--- config.mk ---
export PLATFORM = sky130hd
export DESIGN_NAME = touch_swipe_view_selector
export DESIGN_NICKNAME = d
export VERILOG_FILES = /design/src/design/tsvs_pkg.sv /design/src/design/touch_swipe_view_selector.sv /design/src/design/tsvs_step.sv
export SDC_FILE = /design/constraint.sdc
export NUM_CORES = 1
export LEC_CHECK = 0
export ABC_AREA = 1
export CAP_MARGIN = 20
export CORE_MARGIN = 10
export CORE_UTILIZATION = 55
export DETAILED_ROUTE_END_ITERATION = 6
export DONT_BUFFER_PORTS = 1
export PLACE_DENSITY = 0.7
export SYNTH_ARGS = -nofsm -noshare
export SYNTH_HDL_FRONTEND = slang
export SYNTH_SLANG_ARGS = --single-unit
--- constraint.sdc ---
create_clock -name clk_i -period 2.3 [get_ports clk_i]
set_clock_uncertainty 0.15 [all_clocks]
set_input_delay 0.115 -clock clk_i [delete_from_list [all_inputs] [get_ports clk_i]]
set_output_delay 0.115 -clock clk_i [all_outputs]
set_load 0.005 [all_outputs]
--- src/design/tsvs_pkg.sv ---
// Shared types, constants and helper functions for the touch swipe view selector.
package tsvs_pkg;

  localparam int unsigned ScreenWidth  = 240;
  localparam int unsigned ScreenHeight = 240;
  localparam int unsigned TouchMaxX    = 240;
  localparam int unsigned TouchMaxY    = 240;

  localparam int unsigned CoordW = 10;
  localparam int unsigned ViewW  = 2;
  localparam int unsigned LevelW = 8;

  localparam logic [LevelW-1:0] BacklightFull = LevelW'(250);
  localparam logic [ViewW-1:0]  ViewLast      = ViewW'(3);

  // scaled value = (raw * screen) / touch_max via exact ceiling reciprocal
  localparam int unsigned ProdInW = 2 * CoordW;
  localparam int unsigned ShiftX  = ProdInW + $clog2(TouchMaxX);
  localparam int unsigned ShiftY  = ProdInW + $clog2(TouchMaxY);
  localparam longint unsigned RecipX = ((64'd1 << ShiftX) + TouchMaxX - 1) / TouchMaxX;
  localparam longint unsigned RecipY = ((64'd1 << ShiftY) + TouchMaxY - 1) / TouchMaxY;
  localparam longint unsigned KX = RecipX * ScreenWidth;
  localparam longint unsigned KY = RecipY * ScreenHeight;
  localparam int unsigned ProdXW = ShiftX + CoordW + 1;
  localparam int unsigned ProdYW = ShiftY + CoordW + 1;

  localparam logic [CoordW-1:0] XLow  = CoordW'(ScreenWidth / 2 - ScreenWidth / 10);
  localparam logic [CoordW-1:0] XHigh = CoordW'(ScreenWidth / 2 + ScreenWidth / 10);
  localparam logic [CoordW-1:0] YLow  = CoordW'(ScreenHeight / 2 - ScreenHeight / 10);
  localparam logic [CoordW-1:0] YHigh = CoordW'(ScreenHeight / 2 + ScreenHeight / 10);

  localparam int unsigned InDataW  = 24;
  localparam int unsigned OutDataW = 16;

  typedef enum logic [2:0] {
    GEST_NONE  = 3'd0,
    GEST_LEFT  = 3'd1,
    GEST_RIGHT = 3'd2,
    GEST_DOWN  = 3'd3,
    GEST_UP    = 3'd4
  } gesture_e;

  typedef struct packed {
    logic              touched;
    logic [CoordW-1:0] raw_x;
    logic [CoordW-1:0] raw_y;
    logic              double_tap;
  } poll_t;

  typedef struct packed {
    logic              active;
    logic [CoordW-1:0] start_x;
    logic [CoordW-1:0] start_y;
    logic [CoordW-1:0] last_x;
    logic [CoordW-1:0] last_y;
    logic [ViewW-1:0]  view_mode;
    logic [LevelW-1:0] backlight;
  } state_t;

  typedef struct packed {
    gesture_e          gesture;
    logic [ViewW-1:0]  view_mode;
    logic              view_changed;
    logic              page_prev;
    logic              page_next;
    logic [LevelW-1:0] backlight_level;
  } result_t;

  function automatic logic [CoordW-1:0] scale_x(input logic [CoordW-1:0] raw);
    logic [CoordW-1:0] clamped;
    logic [ProdXW-1:0] prod;
    clamped = (raw > CoordW'(TouchMaxX)) ? CoordW'(TouchMaxX) : raw;
    prod    = ProdXW'(clamped) * ProdXW'(KX);
    return prod[ShiftX +: CoordW];
  endfunction

  function automatic logic [CoordW-1:0] scale_y(input logic [CoordW-1:0] raw);
    logic [CoordW-1:0] clamped;
    logic [ProdYW-1:0] prod;
    clamped = (raw > CoordW'(TouchMaxY)) ? CoordW'(TouchMaxY) : raw;
    prod    = ProdYW'(clamped) * ProdYW'(KY);
    return prod[ShiftY +: CoordW];
  endfunction

endpackage

--- src/design/touch_swipe_view_selector.sv ---
// Top level of the touch swipe view selector with input and result registers.
// Path: a request is captured in the input register, passes the step logic and is held in the result register.
// Throughput: one request per cycle while results are taken; the step logic between the two registers is combinational.
// Stall: a result held on the master side blocks new requests once the input register is full.
// Reset (rst_ni low, asynchronous): pipeline empty, stroke cleared, view 0, backlight 250.
module touch_swipe_view_selector (
  input  logic                            clk_i,
  input  logic                            rst_ni,
  input  logic                            s_axis_tvalid,
  output logic                            s_axis_tready,
  // touched[0], raw_x[10:1], raw_y[20:11], double_tap[21], zero[23:22]
  input  logic [tsvs_pkg::InDataW-1:0]    s_axis_tdata,
  output logic                            m_axis_tvalid,
  input  logic                            m_axis_tready,
  // gesture[2:0], view_mode[4:3], view_changed[5], page_prev[6], page_next[7],
  // backlight_level[15:8]
  output logic [tsvs_pkg::OutDataW-1:0]   m_axis_tdata
);

  logic              in_v_q;
  tsvs_pkg::poll_t   poll_q;
  logic              out_v_q;
  tsvs_pkg::result_t res_q;
  tsvs_pkg::result_t res_d;
  tsvs_pkg::state_t  state_q;
  tsvs_pkg::state_t  state_d;
  logic              advance;

  assign advance       = in_v_q && (!out_v_q || m_axis_tready);
  assign s_axis_tready = !in_v_q || advance;

  tsvs_step u_step (
    .poll_i   (poll_q),
    .state_i  (state_q),
    .state_o  (state_d),
    .result_o (res_d)
  );

  always_ff @(posedge clk_i or negedge rst_ni) begin
    if (!rst_ni) begin
      in_v_q            <= 1'b0;
      out_v_q           <= 1'b0;
      state_q.active    <= 1'b0;
      state_q.start_x   <= '0;
      state_q.start_y   <= '0;
      state_q.last_x    <= '0;
      state_q.last_y    <= '0;
      state_q.view_mode <= '0;
      state_q.backlight <= tsvs_pkg::BacklightFull;
    end else begin
      if (s_axis_tready) begin
        in_v_q <= s_axis_tvalid;
      end
      if (advance) begin
        out_v_q <= 1'b1;
        state_q <= state_d;
      end else if (m_axis_tready) begin
        out_v_q <= 1'b0;
      end
    end
  end

  always_ff @(posedge clk_i) begin
    if (s_axis_tready && s_axis_tvalid) begin
      poll_q.touched    <= s_axis_tdata[0];
      poll_q.raw_x      <= s_axis_tdata[10:1];
      poll_q.raw_y      <= s_axis_tdata[20:11];
      poll_q.double_tap <= s_axis_tdata[21];
    end
    if (advance) begin
      res_q <= res_d;
    end
  end

  assign m_axis_tvalid = out_v_q;
  assign m_axis_tdata  = {res_q.backlight_level, res_q.page_next, res_q.page_prev,
                          res_q.view_changed, res_q.view_mode, res_q.gesture};

endmodule

--- src/design/tsvs_step.sv ---
// Per-poll gesture classification and next-state logic.
module tsvs_step (
  input  tsvs_pkg::poll_t   poll_i,
  input  tsvs_pkg::state_t  state_i,
  output tsvs_pkg::state_t  state_o,
  output tsvs_pkg::result_t result_o
);

  logic [tsvs_pkg::CoordW-1:0] px;
  logic [tsvs_pkg::CoordW-1:0] py;
  tsvs_pkg::gesture_e          gest;
  tsvs_pkg::state_t            nxt;
  logic                        changed;

  assign px = tsvs_pkg::scale_x(poll_i.raw_x);
  assign py = tsvs_pkg::scale_y(poll_i.raw_y);

  always_comb begin
    nxt     = state_i;
    gest    = tsvs_pkg::GEST_NONE;
    changed = 1'b0;

    if (poll_i.double_tap) begin
      nxt.backlight = (state_i.backlight != '0) ? '0 : tsvs_pkg::BacklightFull;
    end

    if (poll_i.touched) begin
      if (!state_i.active) begin
        nxt.start_x = px;
        nxt.start_y = py;
        nxt.active  = 1'b1;
      end
      nxt.last_x = px;
      nxt.last_y = py;
    end else if (state_i.active) begin
      if (state_i.last_x < tsvs_pkg::XLow && state_i.start_x > tsvs_pkg::XHigh) begin
        gest = tsvs_pkg::GEST_LEFT;
      end else if (state_i.last_x > tsvs_pkg::XHigh &&
                   state_i.start_x < tsvs_pkg::XLow) begin
        gest = tsvs_pkg::GEST_RIGHT;
      end else if (state_i.last_y > tsvs_pkg::YHigh &&
                   state_i.start_y < tsvs_pkg::YLow) begin
        gest = tsvs_pkg::GEST_DOWN;
      end else if (state_i.last_y < tsvs_pkg::YLow &&
                   state_i.start_y > tsvs_pkg::YHigh) begin
        gest = tsvs_pkg::GEST_UP;
      end
      nxt.active  = 1'b0;
      nxt.start_x = '0;
      nxt.start_y = '0;
      nxt.last_x  = '0;
      nxt.last_y  = '0;
    end

    case (gest)
      tsvs_pkg::GEST_LEFT: begin
        if (state_i.view_mode < tsvs_pkg::ViewLast) begin
          nxt.view_mode = state_i.view_mode + 1'b1;
          changed       = 1'b1;
        end
      end
      tsvs_pkg::GEST_RIGHT: begin
        if (state_i.view_mode != '0) begin
          nxt.view_mode = state_i.view_mode - 1'b1;
          changed       = 1'b1;
        end
      end
      default: begin
      end
    endcase

    state_o                  = nxt;
    result_o.gesture         = gest;
    result_o.view_mode       = nxt.view_mode;
    result_o.view_changed    = changed;
    result_o.page_prev       = (gest == tsvs_pkg::GEST_DOWN);
    result_o.page_next       = (gest == tsvs_pkg::GEST_UP);
    result_o.backlight_level = nxt.backlight;
  end

endmodule

==> flow_summary.yaml <==
outcome:
  outcome: "complete, no violations"
floorplanning:
  dieArea_um2: 10500
  dieHeight_um: 103
  initial_core_util: 0.559
  die_w_um: 103
  ios: 46
  num_rows: 30
  design.core.area_um2: 6720
yosys:
  synth.distinct_cells: 28
  synth_area_leaders: "dfrtp_1 31%, edfxtp_1 30%, nand2_1 11%"
  synth_nets: 407
  synth_area_leader_cell: "dfrtp_1"
  synth_top_flop_cell: "dfrtp_1"
  ys_ff_latch: 91
  syn_area_um2: 3760
  synth_edf_count: 38
  yosysSeqAreaShare: 0.658
  syn-mean-instance-area_um2: 9.94
  syn-instance-count: 378
  async_flop_share: 0.582
  synth_top_area_frac: 0.313
  yosysMostFrequentCell: "nand2_1"
  ys_warn_count: 0
  synthTopCellsByCount: "107 x nand2_1, 47 x dfrtp_1, 45 x inv_1, 42 x o21ai_0, 38 x edfxtp_1"
global_route:
  antenna_found_initial: 0
  grt_pass1_vias: 2506
  overflow: 0
  grt_pass1_wl_um: 11700
  grt_use_total: 0.142
  grt_start_max_net_pins: 54
critical_path:
  r2r_setup_slack_ns: 0.21
  r2r-end: "in_v_q$_DFFE_PN0N_"
  cp_slowest_cell: "dlygate4sd3_1"
  critPathMaxFanout: 3
  reg2reg_depth: 5
  criticalPathCategory: "register to register"
  crit_arrival_ns: 2.19
  cp-end-kind: "register"
  crit_chain: "nand3_1, nand2_1, dlygate4sd3_1, nand2_1, dlygate4sd3_1"
  cp-endpoint: "in_v_q$_DFFE_PN0N_"
  cp_slowest_stage_delay_ns: 0.56
  crit_path_start_kind: "register"
  critPathLaunch: "in_v_q$_DFFE_PN0N_"
  crit_required_ns: 2.40
  r2r-start: "in_v_q$_DFFE_PN0N_"
power:
  internal_power_w: 0.00294
  p_leak_nw: 2.03
  switching_share: 0.319
  power.switching_w: 0.00138
  power_frac_comb: 0.215
  seqPwrFrac: 0.526
  vdd_drop_max_mv: 0.663
  power_density_nw_per_um2: 987
  p_clk_frac: 0.259
clock_network:
  cts_buffers: 9
  cts.sinks: 91
  clk_latency_ns: 0.36
  clk_pin_slew_ns: 0.09
  ctsResizeCount: 0
  root_buffer: "clkbuf_8"
  htreeDepth: 3
  cts_tree: "done"
  post_cts_buffers: 0
  clockBufferDepth: 2
placed_design:
  port_buffers: 0
  gp_congestion: 0.772
  dp_hpwl_um: 4430
drt:
  drt_iter0_markers: 116
  drcViolationCount: 0
  drtPass1Iterations: 4
  vias: 2572
  vias_per_cell: 5.13
  ant_nets: 0
  wirelength_um: 6820
  wl_per_cell_um: 13.6
finish:
  area_growth_syn_to_layout_pct: 16.6
  antennaDiodeCount: 0
  fillCellCount: 515
  finalNetCount: 445
  regArea_um2: 2470
  drive_gt1_frac: 0.121
  multiInputGateArea_um2: 1070
sta:
  max_slew_margin: 0.671
  worst_pin_slew_ns: 0.481
  fmax_ghz: 0.479
  timing.hold.ws_ns: 0.119
  rsz0062_at_grt: "false"
  min_period_ns: 2.09
  fin_crit_sh: 0.908
  finalHoldViolations: 0
  setup_viol: 0
  maxSlewViolCount: 0
  setup_tns_ns: 0
hold_path:
  hold_path.class: "primary input to asynchronous set/reset pin"
run:
  maxCapViolations: 0
## state kept, by name, summed over array words and instances (netlist names)
| name | cells |
|---|---|
| state_q | 51 |
| poll_q | 22 |
| m_axis_tdata | 16 |
| in_v_q | 1 |
| m_axis_tvalid | 1 |
## power by group through the flow
stage | Sequential [W] | Combinational (W) | Clock [W]
after floorplan | 0.00226 | 0.000698 | 0
after global placement | 0.00230 | 0.000844 | 0
after detailed placement | 0.00231 | 0.000871 | 0
after CTS | 0.00228 | 0.000937 | 0.00113
after global routing | 0.00231 | 0.00110 | 0.00120
final | 0.00228 | 0.000928 | 0.00112
## how the worst min path moves through the flow
stage                       from                      end  slack [ns]  cells after the start
after detailed placement  rst_ni  state_q[12]$_DFFE_PN0P_       -0.33                      0
after CTS                 rst_ni  state_q[42]$_DFFE_PN0P_        0.13                      2
after floorplan           rst_ni       in_v_q$_DFFE_PN0N_       -0.33                      0
after global placement    rst_ni  state_q[13]$_DFFE_PN0P_       -0.33                      0
after global routing      rst_ni  state_q[30]$_DFFE_PN0P_        0.13                      2
final                     rst_ni  state_q[35]$_DFFE_PN0P_        0.12                      2
## area by class of cell
type / count / share of cell area
multi-input combinational: 232 / 0.245
clock inverter: 7 / 0.0200
inverter: 48 / 0.0411
tap: 80 / 0.0228
clock buffer: 9 / 0.0283
sequential: 91 / 0.564
timing repair buffer: 34 / 0.0782
## layout by cell type (no fill, tap or decap), types with 2 or more instances in the layout
cell	synthesis	final
dfrtp_1	47	47
nand2_2	6	6
clkinvlp_4	0	2
nor4_1	5	5
nand4_1	2	2
inv_1	45	45
a21oi_2	2	2
nand2_1	107	107
o21ai_0	42	42
nand3_2	2	2
edfxtp_1	38	38
nor2_1	33	33
dlygate4sd3_1	0	27
o21ai_1	3	3
nand3_1	14	14
dfstp_2	6	6
buf_4	0	6
a2111oi_0	2	2
inv_2	3	3
clkinv_4	0	2
nor2_2	5	5
clkbuf_8	0	9
## critical path, delay by kind of cell (launching register included)
family | cells | cell delay (ns)
AND/OR/NAND/NOR | 3 | 0.32
flip-flops | 1 | 0.41
buffers and inverters | 2 | 1.11
## logic make-up (layout without fill, tap and decap cells)
logic type,after synthesis,after routing,share of synthesized area
AOI/OAI and AO/OA,51,51,0.0759
adders and majority gates,1,1,0.00333
and+or+nand+nor,180,180,0.207
buffers and inverters,55,98,0.0556
DFF,91,91,0.658
## layer usage
metal / track usage / routed length (um) / up-vias
met1: 0.179 / 3080 / 1178
met4: 0.0727 / 123 / 0
li1: - / - / 1300
met5: 0 / 0 / -
met2: 0.222 / 3180 / 80
met3: 0.0382 / 433 / 14
## timing repair
| item | 4_1_cts | 5_1_grt |
|---|---|---|
| setup endpoints to repair | 0 | 0 |
| hold endpoints to repair | 78 | 0 |
| hold buffers | 28 | 0 |
## metrics by stage
stage | instances | setup WS, ns | total power [W] | area (um2) | util
after floorplan | 378 | 0.502 | 0.00296 | 3760 | -
after global placement | 457 | 0.515 | 0.00314 | 3870 | 0.577
after global routing | 501 | 0.0900 | 0.00461 | 4380 | 0.653
final | 501 | 0.211 | 0.00433 | 4380 | 0.653
after detailed placement | 457 | 0.456 | 0.00318 | 3870 | 0.577
after CTS | 501 | 0.214 | 0.00434 | 4380 | 0.653
No activity file was read; power rests on OpenSTA's default activity.
